--- config.mk ---
export PLATFORM = sky130hd
export DESIGN_NAME = multi_mode_line_encoder_top
export DESIGN_NICKNAME = d
export VERILOG_FILES = /design/src/rtl/core/mmle_pkg.sv /design/src/rtl/core/mmle_front.sv /design/src/rtl/core/mmle_queue.sv /design/src/rtl/core/mmle_back.sv /design/src/rtl/core/multi_mode_line_encoder_top.sv
export VERILOG_INCLUDE_DIRS = /design/src /design/src/rtl/core
export SDC_FILE = /design/constraint.sdc
export NUM_CORES = 1
export LEC_CHECK = 0
export BUFFER_PORTS_ARGS = -buffer_cell sky130_fd_sc_hd__buf_4
export CORE_UTILIZATION = 45
export CTS_BUF_LIST = sky130_fd_sc_hd__clkbuf_16
export CTS_CLUSTER_SIZE = 25
export DETAILED_ROUTE_END_ITERATION = 8
export MAX_ROUTING_LAYER = met4
export PLACE_DENSITY = 0.68
export SYNTH_ARGS = -nofsm -noshare
export SYNTH_HDL_FRONTEND = slang
export SYNTH_SLANG_ARGS = --single-unit
--- constraint.sdc ---
create_clock -name clk -period 9.4 [get_ports clk]
set_input_delay 0.47 -clock clk [delete_from_list [all_inputs] [get_ports clk]]
set_output_delay 0.47 -clock clk [all_outputs]
set_load 0.01 [all_outputs]
--- src/rtl/core/multi_mode_line_encoder_top_assert.svh ---
// assertion macros for the line encoder top level
`ifndef MULTI_MODE_LINE_ENCODER_TOP_ASSERT_SVH
`define MULTI_MODE_LINE_ENCODER_TOP_ASSERT_SVH

// same-cycle implication, checked on the rising clock edge
`define MMLE_ASSERT_NOW(label, ante, cons, msg) \
    label: assert property (@(posedge clk) disable iff (!rst_n) (ante) |-> (cons)) \
        else $error(msg);

// next-cycle implication, checked on the rising clock edge
`define MMLE_ASSERT_NEXT(label, ante, cons, msg) \
    label: assert property (@(posedge clk) disable iff (!rst_n) (ante) |=> (cons)) \
        else $error(msg);

`endif

--- src/rtl/core/mmle_pkg.sv ---
// shared types and constants for the line encoder
package mmle_pkg;

    localparam int BURST_MAX = 8;
    localparam int IDX_W     = $clog2(BURST_MAX);
    localparam int CNT_W     = IDX_W + 1;
    localparam int Q_DEPTH   = 2;
    localparam int QA_W      = $clog2(Q_DEPTH);

    localparam logic [2:0] LC_NRZL  = 3'd0;
    localparam logic [2:0] LC_NRZI  = 3'd1;
    localparam logic [2:0] LC_MAN   = 3'd2;
    localparam logic [2:0] LC_DMAN  = 3'd3;
    localparam logic [2:0] LC_AMI   = 3'd4;
    localparam logic [2:0] LC_HDB3  = 3'd5;
    localparam logic [2:0] LC_B8ZS  = 3'd6;

    localparam logic signed [1:0] LEVEL_POS  = 2'sb01;
    localparam logic signed [1:0] LEVEL_NEG  = 2'sb11;
    localparam logic signed [1:0] LEVEL_ZERO = 2'sb00;

    typedef struct packed {
        logic signed [1:0] level;
        logic              viol;
    } sym_t;

    typedef struct packed {
        logic [CNT_W-1:0]            count;
        sym_t [BURST_MAX-1:0]        sym;
    } burst_t;

    typedef struct packed {
        logic full;
        logic empty;
    } q_status_t;

    function automatic logic signed [1:0] pol_level(input logic positive);
        return positive ? LEVEL_POS : LEVEL_NEG;
    endfunction

endpackage

--- src/rtl/core/mmle_front.sv ---
// front end: accepts bits, tracks stream state and builds symbol bursts
module mmle_front
(
    input  logic              clk,
    input  logic              rst_n,
    input  logic [2:0]        line_code,
    input  logic              cfg_clear,
    input  logic              push,
    input  logic              data_bit,
    input  logic              end_of_stream,
    input  mmle_pkg::q_status_t q_stat,
    output logic              accept,
    output logic              q_push,
    output mmle_pkg::burst_t  burst
);
    import mmle_pkg::*;

    logic [2:0] held_reg, held_next;
    logic       last_pos_reg, last_pos_next;
    logic       odd_reg, odd_next;
    logic       nrzi_reg, nrzi_next;
    logic       half_reg, half_next;

    assign accept = push && !q_stat.full;
    assign q_push = accept && (burst.count != '0);

    always_comb
    begin
        logic [CNT_W-1:0] n;
        logic             h_pos;
        n             = '0;
        burst.sym     = '0;
        held_next     = held_reg;
        last_pos_next = last_pos_reg;
        odd_next      = odd_reg;
        nrzi_next     = nrzi_reg;
        half_next     = half_reg;
        h_pos         = half_reg ^ ~data_bit;

        case (line_code)
            LC_NRZI:
            begin
                nrzi_next = nrzi_reg ^ data_bit;
                burst.sym[0].level = pol_level(nrzi_next);
                n = CNT_W'(1);
            end
            LC_MAN:
            begin
                burst.sym[0].level = pol_level(data_bit);
                burst.sym[1].level = pol_level(!data_bit);
                n = CNT_W'(2);
            end
            LC_DMAN:
            begin
                burst.sym[0].level = pol_level(h_pos);
                burst.sym[1].level = pol_level(!h_pos);
                half_next = !h_pos;
                n = CNT_W'(2);
            end
            LC_AMI:
            begin
                if (data_bit)
                begin
                    burst.sym[0].level = pol_level(!last_pos_reg);
                    last_pos_next = !last_pos_reg;
                    odd_next      = !odd_reg;
                end
                n = CNT_W'(1);
            end
            LC_HDB3:
            begin
                if (data_bit)
                begin
                    burst.sym[held_reg].level = pol_level(!last_pos_reg);
                    last_pos_next = !last_pos_reg;
                    odd_next      = !odd_reg;
                    n             = CNT_W'(held_reg) + CNT_W'(1);
                    held_next     = '0;
                end
                else if (held_reg >= 3'd3)
                begin
                    held_next = '0;
                    if (odd_reg)
                    begin
                        burst.sym[3] = '{level: pol_level(last_pos_reg), viol: 1'b1};
                    end
                    else
                    begin
                        burst.sym[0] = '{level: pol_level(!last_pos_reg), viol: 1'b1};
                        burst.sym[3] = '{level: pol_level(!last_pos_reg), viol: 1'b1};
                        last_pos_next = !last_pos_reg;
                    end
                    odd_next = 1'b0;
                    n = CNT_W'(4);
                end
                else
                begin
                    held_next = held_reg + 3'd1;
                end
            end
            LC_B8ZS:
            begin
                if (data_bit)
                begin
                    burst.sym[held_reg].level = pol_level(!last_pos_reg);
                    last_pos_next = !last_pos_reg;
                    odd_next      = !odd_reg;
                    n             = CNT_W'(held_reg) + CNT_W'(1);
                    held_next     = '0;
                end
                else if (held_reg == 3'd7)
                begin
                    held_next = '0;
                    burst.sym[3] = '{level: pol_level(last_pos_reg), viol: 1'b1};
                    burst.sym[4] = '{level: pol_level(!last_pos_reg), viol: 1'b1};
                    burst.sym[6] = '{level: pol_level(!last_pos_reg), viol: 1'b1};
                    burst.sym[7] = '{level: pol_level(last_pos_reg), viol: 1'b1};
                    n = CNT_W'(8);
                end
                else
                begin
                    held_next = held_reg + 3'd1;
                end
            end
            default:
            begin
                burst.sym[0].level = pol_level(data_bit);
                n = CNT_W'(1);
            end
        endcase

        // held zeros flushed as plain zero symbols after the burst
        if (end_of_stream)
        begin
            n             = n + CNT_W'(held_next);
            held_next     = '0;
            last_pos_next = 1'b0;
            odd_next      = 1'b0;
            nrzi_next     = 1'b0;
            half_next     = 1'b1;
        end
        burst.count = n;
    end

    always_ff @(posedge clk or negedge rst_n)
    begin
        if (!rst_n)
        begin
            held_reg     <= '0;
            last_pos_reg <= 1'b0;
            odd_reg      <= 1'b0;
            nrzi_reg     <= 1'b0;
            half_reg     <= 1'b1;
        end
        else if (cfg_clear)
        begin
            held_reg     <= '0;
            last_pos_reg <= 1'b0;
            odd_reg      <= 1'b0;
            nrzi_reg     <= 1'b0;
            half_reg     <= 1'b1;
        end
        else if (accept)
        begin
            held_reg     <= held_next;
            last_pos_reg <= last_pos_next;
            odd_reg      <= odd_next;
            nrzi_reg     <= nrzi_next;
            half_reg     <= half_next;
        end
    end

endmodule

--- src/rtl/core/mmle_queue.sv ---
// short burst queue between front end and serializer
module mmle_queue
(
    input  logic                clk,
    input  logic                rst_n,
    input  logic                q_push,
    input  mmle_pkg::burst_t    wr_burst,
    input  logic                q_pop,
    output mmle_pkg::burst_t    rd_burst,
    output mmle_pkg::q_status_t q_stat
);
    import mmle_pkg::*;

    burst_t            entry_reg [Q_DEPTH];
    logic [QA_W-1:0]   wr_ptr_reg, rd_ptr_reg;
    logic [QA_W:0]     count_reg, count_next;
    logic              do_push, do_pop;

    assign q_stat.full  = (count_reg == (QA_W+1)'(Q_DEPTH));
    assign q_stat.empty = (count_reg == '0);
    assign do_push      = q_push && !q_stat.full;
    assign do_pop       = q_pop && !q_stat.empty;
    assign rd_burst     = entry_reg[rd_ptr_reg];

    always_comb
    begin
        count_next = count_reg;
        if (do_push && !do_pop)
        begin
            count_next = count_reg + (QA_W+1)'(1);
        end
        else if (do_pop && !do_push)
        begin
            count_next = count_reg - (QA_W+1)'(1);
        end
    end

    always_ff @(posedge clk or negedge rst_n)
    begin
        if (!rst_n)
        begin
            wr_ptr_reg <= '0;
            rd_ptr_reg <= '0;
            count_reg  <= '0;
        end
        else
        begin
            if (do_push)
            begin
                wr_ptr_reg <= wr_ptr_reg + QA_W'(1);
            end
            if (do_pop)
            begin
                rd_ptr_reg <= rd_ptr_reg + QA_W'(1);
            end
            count_reg <= count_next;
        end
    end

    always_ff @(posedge clk)
    begin
        if (do_push)
        begin
            entry_reg[wr_ptr_reg] <= wr_burst;
        end
    end

endmodule

--- src/rtl/core/mmle_back.sv ---
// back end: serializes bursts into one symbol per cycle while pop is held
module mmle_back
(
    input  logic                clk,
    input  logic                rst_n,
    input  mmle_pkg::burst_t    rd_burst,
    input  mmle_pkg::q_status_t q_stat,
    output logic                q_pop,
    input  logic                pop,
    output logic                empty,
    output logic signed [1:0]   level,
    output logic                violation,
    output logic                run_last
);
    import mmle_pkg::*;

    logic [IDX_W-1:0]  idx_reg;
    logic              out_valid_reg;
    logic signed [1:0] level_reg;
    logic              viol_reg;
    logic              last_reg;
    logic              load;
    logic              is_last;

    assign empty     = !out_valid_reg;
    assign level     = level_reg;
    assign violation = viol_reg;
    assign run_last  = last_reg;

    assign load    = !q_stat.empty && (!out_valid_reg || pop);
    assign is_last = ({1'b0, idx_reg} == rd_burst.count - CNT_W'(1));
    assign q_pop   = load && is_last;

    always_ff @(posedge clk or negedge rst_n)
    begin
        if (!rst_n)
        begin
            idx_reg       <= '0;
            out_valid_reg <= 1'b0;
        end
        else
        begin
            if (load)
            begin
                out_valid_reg <= 1'b1;
                idx_reg       <= is_last ? '0 : idx_reg + IDX_W'(1);
            end
            else if (pop)
            begin
                out_valid_reg <= 1'b0;
            end
        end
    end

    always_ff @(posedge clk)
    begin
        if (load)
        begin
            level_reg <= rd_burst.sym[idx_reg].level;
            viol_reg  <= rd_burst.sym[idx_reg].viol;
            last_reg  <= is_last;
        end
    end

endmodule

--- src/rtl/core/multi_mode_line_encoder_top.sv ---
// top level of the multi-mode line encoder
//
//  channel   | handshake           | payload
//  ----------+---------------------+----------------------------------
//  input     | push / full         | data_bit, end_of_stream
//  result    | pop / empty         | level, violation, run_last
//  config    | psel/penable/pwrite | paddr, pwdata, prdata (line_code)
//
// the front end takes one bit per cycle while the burst queue has room
// each bit yields zero to eight symbols, sent out at one symbol per cycle while pop is held
// so NRZ and AMI send one symbol per bit, Manchester codes two
// the serializer output register limits throughput; reset is async, active low
// a stalled result holds while the front end keeps filling the queue
module multi_mode_line_encoder_top
(
    input  logic              clk,
    input  logic              rst_n,
    input  logic              push,
    output logic              full,
    input  logic              data_bit,
    input  logic              end_of_stream,
    output logic              empty,
    input  logic              pop,
    output logic signed [1:0] level,
    output logic              violation,
    output logic              run_last,
    input  logic              psel,
    input  logic              penable,
    input  logic              pwrite,
    input  logic [2:0]        paddr,
    input  logic [31:0]       pwdata,
    output logic [31:0]       prdata,
    output logic              pready
);
    import mmle_pkg::*;

    `include "multi_mode_line_encoder_top_assert.svh"

    logic [2:0] line_code_reg;
    logic       cfg_wr;
    logic       accept;
    logic       q_push;
    logic       q_pop;
    burst_t     wr_burst;
    burst_t     rd_burst;
    q_status_t  q_stat;

    assign pready = 1'b1;
    assign cfg_wr = psel && penable && pwrite && pready && (paddr[2] == 1'b0);
    assign prdata = (paddr[2] == 1'b0) ? {29'd0, line_code_reg} : 32'd0;
    assign full   = q_stat.full;

    always_ff @(posedge clk or negedge rst_n)
    begin
        if (!rst_n)
        begin
            line_code_reg <= LC_NRZL;
        end
        else if (cfg_wr)
        begin
            line_code_reg <= pwdata[2:0];
        end
    end

    mmle_front u_front
    (
        .clk           (clk),
        .rst_n         (rst_n),
        .line_code     (line_code_reg),
        .cfg_clear     (cfg_wr),
        .push          (push),
        .data_bit      (data_bit),
        .end_of_stream (end_of_stream),
        .q_stat        (q_stat),
        .accept        (accept),
        .q_push        (q_push),
        .burst         (wr_burst)
    );

    mmle_queue u_queue
    (
        .clk      (clk),
        .rst_n    (rst_n),
        .q_push   (q_push),
        .wr_burst (wr_burst),
        .q_pop    (q_pop),
        .rd_burst (rd_burst),
        .q_stat   (q_stat)
    );

    mmle_back u_back
    (
        .clk       (clk),
        .rst_n     (rst_n),
        .rd_burst  (rd_burst),
        .q_stat    (q_stat),
        .q_pop     (q_pop),
        .pop       (pop),
        .empty     (empty),
        .level     (level),
        .violation (violation),
        .run_last  (run_last)
    );

    `MMLE_ASSERT_NOW(a_level_legal, !empty, level != 2'sb10, "illegal line level")
    `MMLE_ASSERT_NOW(a_viol_pulse, !empty && violation, level != LEVEL_ZERO, "zero-level violation")
    `MMLE_ASSERT_NOW(a_push_nonempty, q_push, wr_burst.count != '0, "empty burst queued")
    `MMLE_ASSERT_NEXT(a_pop_refill, q_pop && !q_push && !q_stat.full, !q_stat.full, "queue full after pop")

endmodule

# Yosys cells after proc, flatten, opt, wreduce, memory -nomap -nowiden
# Memory sizes are Yosys's and may differ from the RTL's.
# Cells that the tools add are included.
# word_totals
out_inout_bits	39
mem_bits_rw	56
regBits	22
mem_count	1
# memory_table
name	words	word_bits	rd	rd_clocked_by_memory_dff	write_ports	line_no	text
u_queue.entry_reg	2	28	1	0	1	mmle_queue.sv:14	burst_t entry_reg [Q_DEPTH];
# op_classes
reduce_logical	35
bitwise_logic	5
mux	76
n_eq_ne	12
add_sub_neg	9
n_lt_le_gt_ge	4
# op_table
operator	n
two-way mux 3 bit	19
case mux 18 bit (2 select lines)	1
two-way mux 6 bit	5
two-way mux 1 bit	25
bitwise AND 24 bit	1
two-way mux 2 bit	10
two-way mux 4 bit	4
== test 3 bit (second input constant)	4
logical AND 1 bit	12
two-way mux 12 bit	1
case mux 4 bit (3 select lines)	1
case mux 2 bit (5 select lines)	1
binary-select mux 3 bit (select 3 bit)	1
demux 3 bit (select 3 bit)	1
two-way mux 9 bit	1
logical NOT 1 bit	8
< comparator 3 x 4 -> 1 bit (second input constant)	2
case mux 1 bit (2 select lines)	4
case mux 2 bit (4 select lines)	1
nonzero test 4 bit	2
adder 3 x 1 -> 3 bit (second input constant)	2
== test 3 x 2 -> 1 bit (second input constant)	2
case mux 3 bit (2 select lines)	1
nonzero test 2 bit	3
other kinds (23)	29

# Logic depth before layout (Yosys ltp)
# depth
ltp_word	13
ltp_mapped	17
depth_no_buf	16

# Hierarchy
# A second synthesis with hierarchy kept.
# hier_totals
hier_cells	353
hier_area_um2	4488.1
# by_module_without_submodules
module	seq_area_each_um2	instances	cells_per_inst	area_per_inst_um2
mmle_queue	1781.7	1	106	2264.7
mmle_front	176.4	1	160	1206.2
mmle_back	220.2	1	44	610.6
multi_mode_line_encoder_top	75.1	1	43	406.6

# Worst setup path before layout
# Ideal clock, no wire load.
# synth_timing
kind	register -> register
start	register u_front.held_reg[2]
end	memory u_queue.entry_reg[0][0] (netlist bit) (enable)
path_slack_ps	5240
stages_incl_launch_ff	14
n_path_buf	1
t_required_ps	8995
t_arrival_ps	3755
setup_ps	405
path_cell_list	dfrtp_1 > clkbuf_1 > inv_1 > ha_1 > a211oi_1 > o2bb2ai_1 > and2_1 > a22o_1 > ha_1 > a21oi_1 > o21ai_0 > xor2_1 > a31oi_2 > nor2b_1
# synth_via
elab_chain_len	11
word_cells_on_any_way	21
# synth_rtl
item	line_no	text
start: declaration	mmle_front.sv:18	logic [2:0] held_reg, held_next;
start signal: assignment	mmle_front.sv:165	held_reg <= held_next;
adder 3 x 1 -> 3 bit (tied with other cells)	mmle_front.sv:98, mmle_front.sv:122	
two-way mux 3 bit (tied with other cells)	mmle_front.sv:111	else if (held_reg == 3'd7)
two-way mux 3 bit (tied with other cells)	mmle_front.sv:103	if (data_bit)
case mux 3 bit (2 select lines) or case mux 4 bit (3 select lines) (tied branches)	mmle_front.sv:40	case (line_code)
adder 4 x 3 -> 4 bit	mmle_front.sv:135	n = n + CNT_W'(held_next);
two-way mux 4 bit (*)	mmle_front.sv:133	if (end_of_stream)
nonzero test 4 bit (*)	mmle_front.sv:25	assign q_push = accept && (burst.count != '0);
logical AND 1 bit (*)	mmle_front.sv:25	
logical AND 1 bit (*)	mmle_queue.sv:21	assign do_push = q_push && !q_stat.full;
via u_queue.do_push	mmle_queue.sv:17	logic do_push, do_pop;
two-way mux 1 bit (*)	mmle_queue.sv:62	if (do_push)
two-way mux 1 bit (implied by the code) (*)	mmle_queue.sv:64	entry_reg[wr_ptr_reg] <= wr_burst;
end: declaration	mmle_queue.sv:14	
# Mark *: on every way through the listed nets, which the timed path passes. The rest lies on a longest branch.

# Worst setup path in the final report
# layout_timing
start	register u_front.held_reg[0]
end	memory u_queue.entry_reg[1][10] (netlist bit) (enable)
# Same word-level chain as after synthesis.

==> flow_summary.json <==
{
  "grt_overflow_total": 0,
  "number_of_antenna_diodes": 0,
  "critPathTopFamily": "compound AO/OA/AOI/OAI gates",
  "antenna_violations_before_repair": 0,
  "synth.ff_latch_count": 68,
  "wl_um": 7290,
  "fillers": 728,
  "synth.top_cells.by_area": "sky130_fd_sc_hd__edfxtp_1 (38%), sky130_fd_sc_hd__dfrtp_1 (11%), sky130_fd_sc_hd__buf_4 (6.1%), sky130_fd_sc_hd__mux2i_1 (4.3%), sky130_fd_sc_hd__nand2_1 (3.3%)",
  "route.antenna.remaining_nets": 0,
  "post_synth_inst_count": 363,
  "async_flop_share_pct": 26.5,
  "grt_use_total_pct": 18.2,
  "ctsHoldBuffers": 0,
  "final_core_utilization_pct": 51.7,
  "netlist.top_cell.by_area": "sky130_fd_sc_hd__edfxtp_1",
  "static_leakage_power_nw": 1.77,
  "synthesis.area_per_instance_um2": 10.8,
  "post_placement_cell_count": 470,
  "post-cts-setup-buffer-count": 0,
  "finalMaxSlewViolations": 0,
  "cp_max_fo": 23,
  "synth_top_cell_area_share_pct": 38.4,
  "netlist_area_um2": 3910,
  "path_buf_inv": 0,
  "cts_tree": "built",
  "synth_most_common_cell": "sky130_fd_sc_hd__edfxtp_1",
  "worst-endpoint-required_ps": 9340,
  "dp.final_hpwl_um": 5130,
  "rows": 33,
  "muxShareOfSynthArea_pct": 7.80,
  "clock.fmax_mhz": 228,
  "ff_latch_area_um2": 1950,
  "timing_hold_violations_final": 0,
  "final_cells": 486,
  "worst_pin_slew_ps": 1080,
  "met2_routing_resource_usage_after_global_routing_pct": 30.4,
  "synth_compound_area_share_pct": 10.8,
  "start_util_pct": 47.1,
  "final_layout_size_suffix_gt1_share_pct": 13.6,
  "die_width_um": 95.2,
  "fin_crit_sh_pct": 46.7,
  "setup-tns-final_ps": 0,
  "setup.worst_path.end_class": "flip-flop",
  "postSynth.topFlopCell": "sky130_fd_sc_hd__edfxtp_1",
  "hold_ws_ps": 12.3,
  "largest_register_ff_count": 46,
  "relSlewSlack_pct": 27.8,
  "synth_top_family_by_area": "simple AND/OR/NAND/NOR gates",
  "grtUsageMet3_pct": 4.55,
  "vias": 2578,
  "r2r_start": "u_front.held_reg[0]",
  "route.detailed.vias_per_inst": 5.30,
  "grt_first_pass_wirelength_um": 11800,
  "yosys.area_share.adder_pct": 3.71,
  "final-setup-viol-count": 0,
  "clkSlewWorstSetupHoldPaths_ps": 60,
  "postCtsResizedCells": 0,
  "footprint_of_the_multi_input_gates_um2": 1690,
  "drtIter0Drc": 134,
  "insertion_delay_ps": 330,
  "worst_path_max_delay_cell": "sky130_fd_sc_hd__and2_1",
  "synth.lib_cells_used.distinct": 61,
  "cp-start-kind": "flip-flop",
  "place.gp.congestion": 0.989,
  "timing.reg2reg.worst_path_depth": 12,
  "ratio_of_total_power_to_cell_area_nw_per_um2": 277,
  "clock_sink_count": 68,
  "synth-edff-count": 50,
  "flow.area_growth_from_synthesis_pct": 9.75,
  "groute.layer.met1.usage_pct": 21.5,
  "cts_buffer_depth": 2,
  "number_of_remaining_drc_errors": 0,
  "cts.root.buffer_cell": "sky130_fd_sc_hd__clkbuf_16",
  "irDropWorstVdd_mv": 0.115,
  "crit_arrival_ps": 4330,
  "h-tree-depth": 3,
  "crit_path_max_incr_delay_ps": 900,
  "period_needed_ps": 4390,
  "floorplan.die_area_um2": 9070,
  "post_drt_wl_per_cell_um": 15.0,
  "ys_top_cells_by_count": "sky130_fd_sc_hd__edfxtp_1 (50), sky130_fd_sc_hd__nand2_1 (34), sky130_fd_sc_hd__buf_4 (32), sky130_fd_sc_hd__nor2_1 (25), sky130_fd_sc_hd__o21ai_0 (23)",
  "synthSimpleGateAreaFrac_pct": 14.6,
  "setup.worst_path.class": "flip-flop to flip-flop",
  "tritoncts.num_buffers": 9,
  "post_synth_xor_area_fraction_pct": 3.29,
  "first_global_vias": 2430,
  "drt_first_pass_iters": 4,
  "cell_by_cell_listing_of_the_critical_path": "ha_1, ha_1, a211oi_1, o2bb2ai_1, and2_1, a22o_1, ha_1, a21oi_1, o21ai_0, xor2_1, a31oi_2, and2_1",
  "nets": 431,
  "dpl-instance-area_um2": 4000,
  "post-route-cell-area_um2": 4290,
  "synth-warning-count": 0,
  "min_path_type": "input pin to asynchronous set/reset pin",
  "floorplan.core_area_um2": 8300,
  "portBuffers": 21,
  "maximum_number_of_pins_on_one_net_before_global_route_repair": 24,
  "busiest_layer": "met2",
  "maxCapViolCount": 0,
  "most_frequent_cell_on_the_critical_path": "sky130_fd_sc_hd__ha_1",
  "worst_case_clock_skew_ps": 9.86,
  "reg2reg_slack_ps": 5010,
  "ys_seq_area_share_pct": 49.9,
  "die_h_um": 95.2,
  "timing.rr.end": "u_queue.entry_reg[1][10]",
  "floorplan.io_pins": 83,
  "run_status": "finished clean",
  "grt_setup_unrepaired": "false"
}
==> cell usage in the layout, fill, tap and decap left out, types with 2 or more instances in the layout <==
| cell type | instances |
|---|---|
| sky130_fd_sc_hd__nand3_1 | 9 |
| sky130_fd_sc_hd__conb_1 | 30 |
| sky130_fd_sc_hd__clkinv_2 | 3 |
| sky130_fd_sc_hd__xnor2_1 | 6 |
| sky130_fd_sc_hd__a221oi_1 | 2 |
| sky130_fd_sc_hd__mux4_1 | 2 |
| sky130_fd_sc_hd__a31oi_1 | 3 |
| sky130_fd_sc_hd__buf_4 | 23 |
| sky130_fd_sc_hd__nand2b_1 | 7 |
| sky130_fd_sc_hd__inv_1 | 15 |
| sky130_fd_sc_hd__clkbuf_16 | 9 |
| sky130_fd_sc_hd__o21ai_0 | 23 |
| sky130_fd_sc_hd__a22o_1 | 2 |
| sky130_fd_sc_hd__nand2_1 | 34 |
| sky130_fd_sc_hd__or3_1 | 2 |
| sky130_fd_sc_hd__nand4b_1 | 2 |
| sky130_fd_sc_hd__mux4_2 | 2 |
| sky130_fd_sc_hd__a2bb2oi_1 | 2 |
| sky130_fd_sc_hd__xor2_2 | 2 |
| sky130_fd_sc_hd__dfrtp_1 | 17 |
| sky130_fd_sc_hd__a21o_1 | 2 |
| sky130_fd_sc_hd__mux2i_1 | 17 |
| sky130_fd_sc_hd__nor2b_1 | 8 |
| sky130_fd_sc_hd__nor3_1 | 8 |
| sky130_fd_sc_hd__nand4_1 | 3 |
| sky130_fd_sc_hd__xor2_1 | 5 |
| sky130_fd_sc_hd__and2_1 | 6 |
| sky130_fd_sc_hd__a22oi_1 | 3 |
| sky130_fd_sc_hd__a21oi_1 | 14 |
| sky130_fd_sc_hd__ha_1 | 10 |
| sky130_fd_sc_hd__o22ai_1 | 3 |
| sky130_fd_sc_hd__mux2_2 | 2 |
| sky130_fd_sc_hd__nor2_1 | 25 |
| sky130_fd_sc_hd__edfxtp_1 | 50 |
==> how the worst max path moves through the flow <==
| stage | from | to | slack [ps] | depth (start not counted) |
|---|---|---|---|---|
| 2_1_floorplan | u_front.held_reg[2] | u_queue.entry_reg[0][0] | 5240 | 13 |
| 3_3_place_gp | u_front.held_reg[0] | u_queue.entry_reg[1][23] | 5090 | 12 |
| 3_5_place_dp | u_front.held_reg[0] | u_queue.entry_reg[1][23] | 5010 | 12 |
| 4_1_cts | u_front.held_reg[0] | u_queue.entry_reg[1][5] | 4980 | 12 |
| 5_1_grt | u_front.held_reg[0] | u_queue.entry_reg[1][5] | 4650 | 12 |
| 6_report | u_front.held_reg[0] | u_queue.entry_reg[1][10] | 5010 | 12 |
==> power by group <==
| part | switching (mW) | internal, mW | total, mW |
|---|---|---|---|
| sequential | 0.0663 | 0.424 | 0.490 |
| clock | 0.122 | 0.204 | 0.327 |
| combinational | 0.209 | 0.164 | 0.373 |
| total | 0.397 | 0.792 | 1.19 |
==> cell type report <==
type,count,area share (%)
Timing Repair Buffer,23,4.02
Multi-Input combinational cell,259,39.3
Tap cell,105,3.06
Clock buffer,9,5.24
Inverter,15,1.31
Clock inverter,7,1.54
Sequential cell,68,45.5
==> worst register-to-register path, cell delays in order, from the launching register on <==
cell	delay (ps)
sky130_fd_sc_hd__dfrtp_1	580
sky130_fd_sc_hd__ha_1	340
sky130_fd_sc_hd__ha_1	210
sky130_fd_sc_hd__a211oi_1	390
sky130_fd_sc_hd__o2bb2ai_1	200
sky130_fd_sc_hd__and2_1	190
sky130_fd_sc_hd__a22o_1	190
sky130_fd_sc_hd__ha_1	240
sky130_fd_sc_hd__a21oi_1	130
sky130_fd_sc_hd__o21ai_0	120
sky130_fd_sc_hd__xor2_1	170
sky130_fd_sc_hd__a31oi_2	320
sky130_fd_sc_hd__and2_1	900
==> stage by stage <==
step	power (mW)	setup slack [ps]
5_1_grt	1.27	4650
3_3_place_gp	0.858	5090
4_1_cts	1.20	4980
2_1_floorplan	0.782	5240
6_report	1.19	5010
3_5_place_dp	0.871	5010
==> cell families after synthesis <==
group / after synthesis
AND/OR/NAND/NOR: 115
flip-flops: 68
AO/OA/AOI/OAI: 66
buffers and inverters: 64
multiplexers: 24
XOR/XNOR: 13
adder cells (fa/ha/maj): 11
other: 2
==> metal layers <==
metal	vias to the layer above	share of wire [%]
met2	63	50
met5	-	0
met3	6	3.8
li1	1266	-
met4	0	0.62
met1	1243	45
No activity file was read; power rests on OpenSTA's default activity.
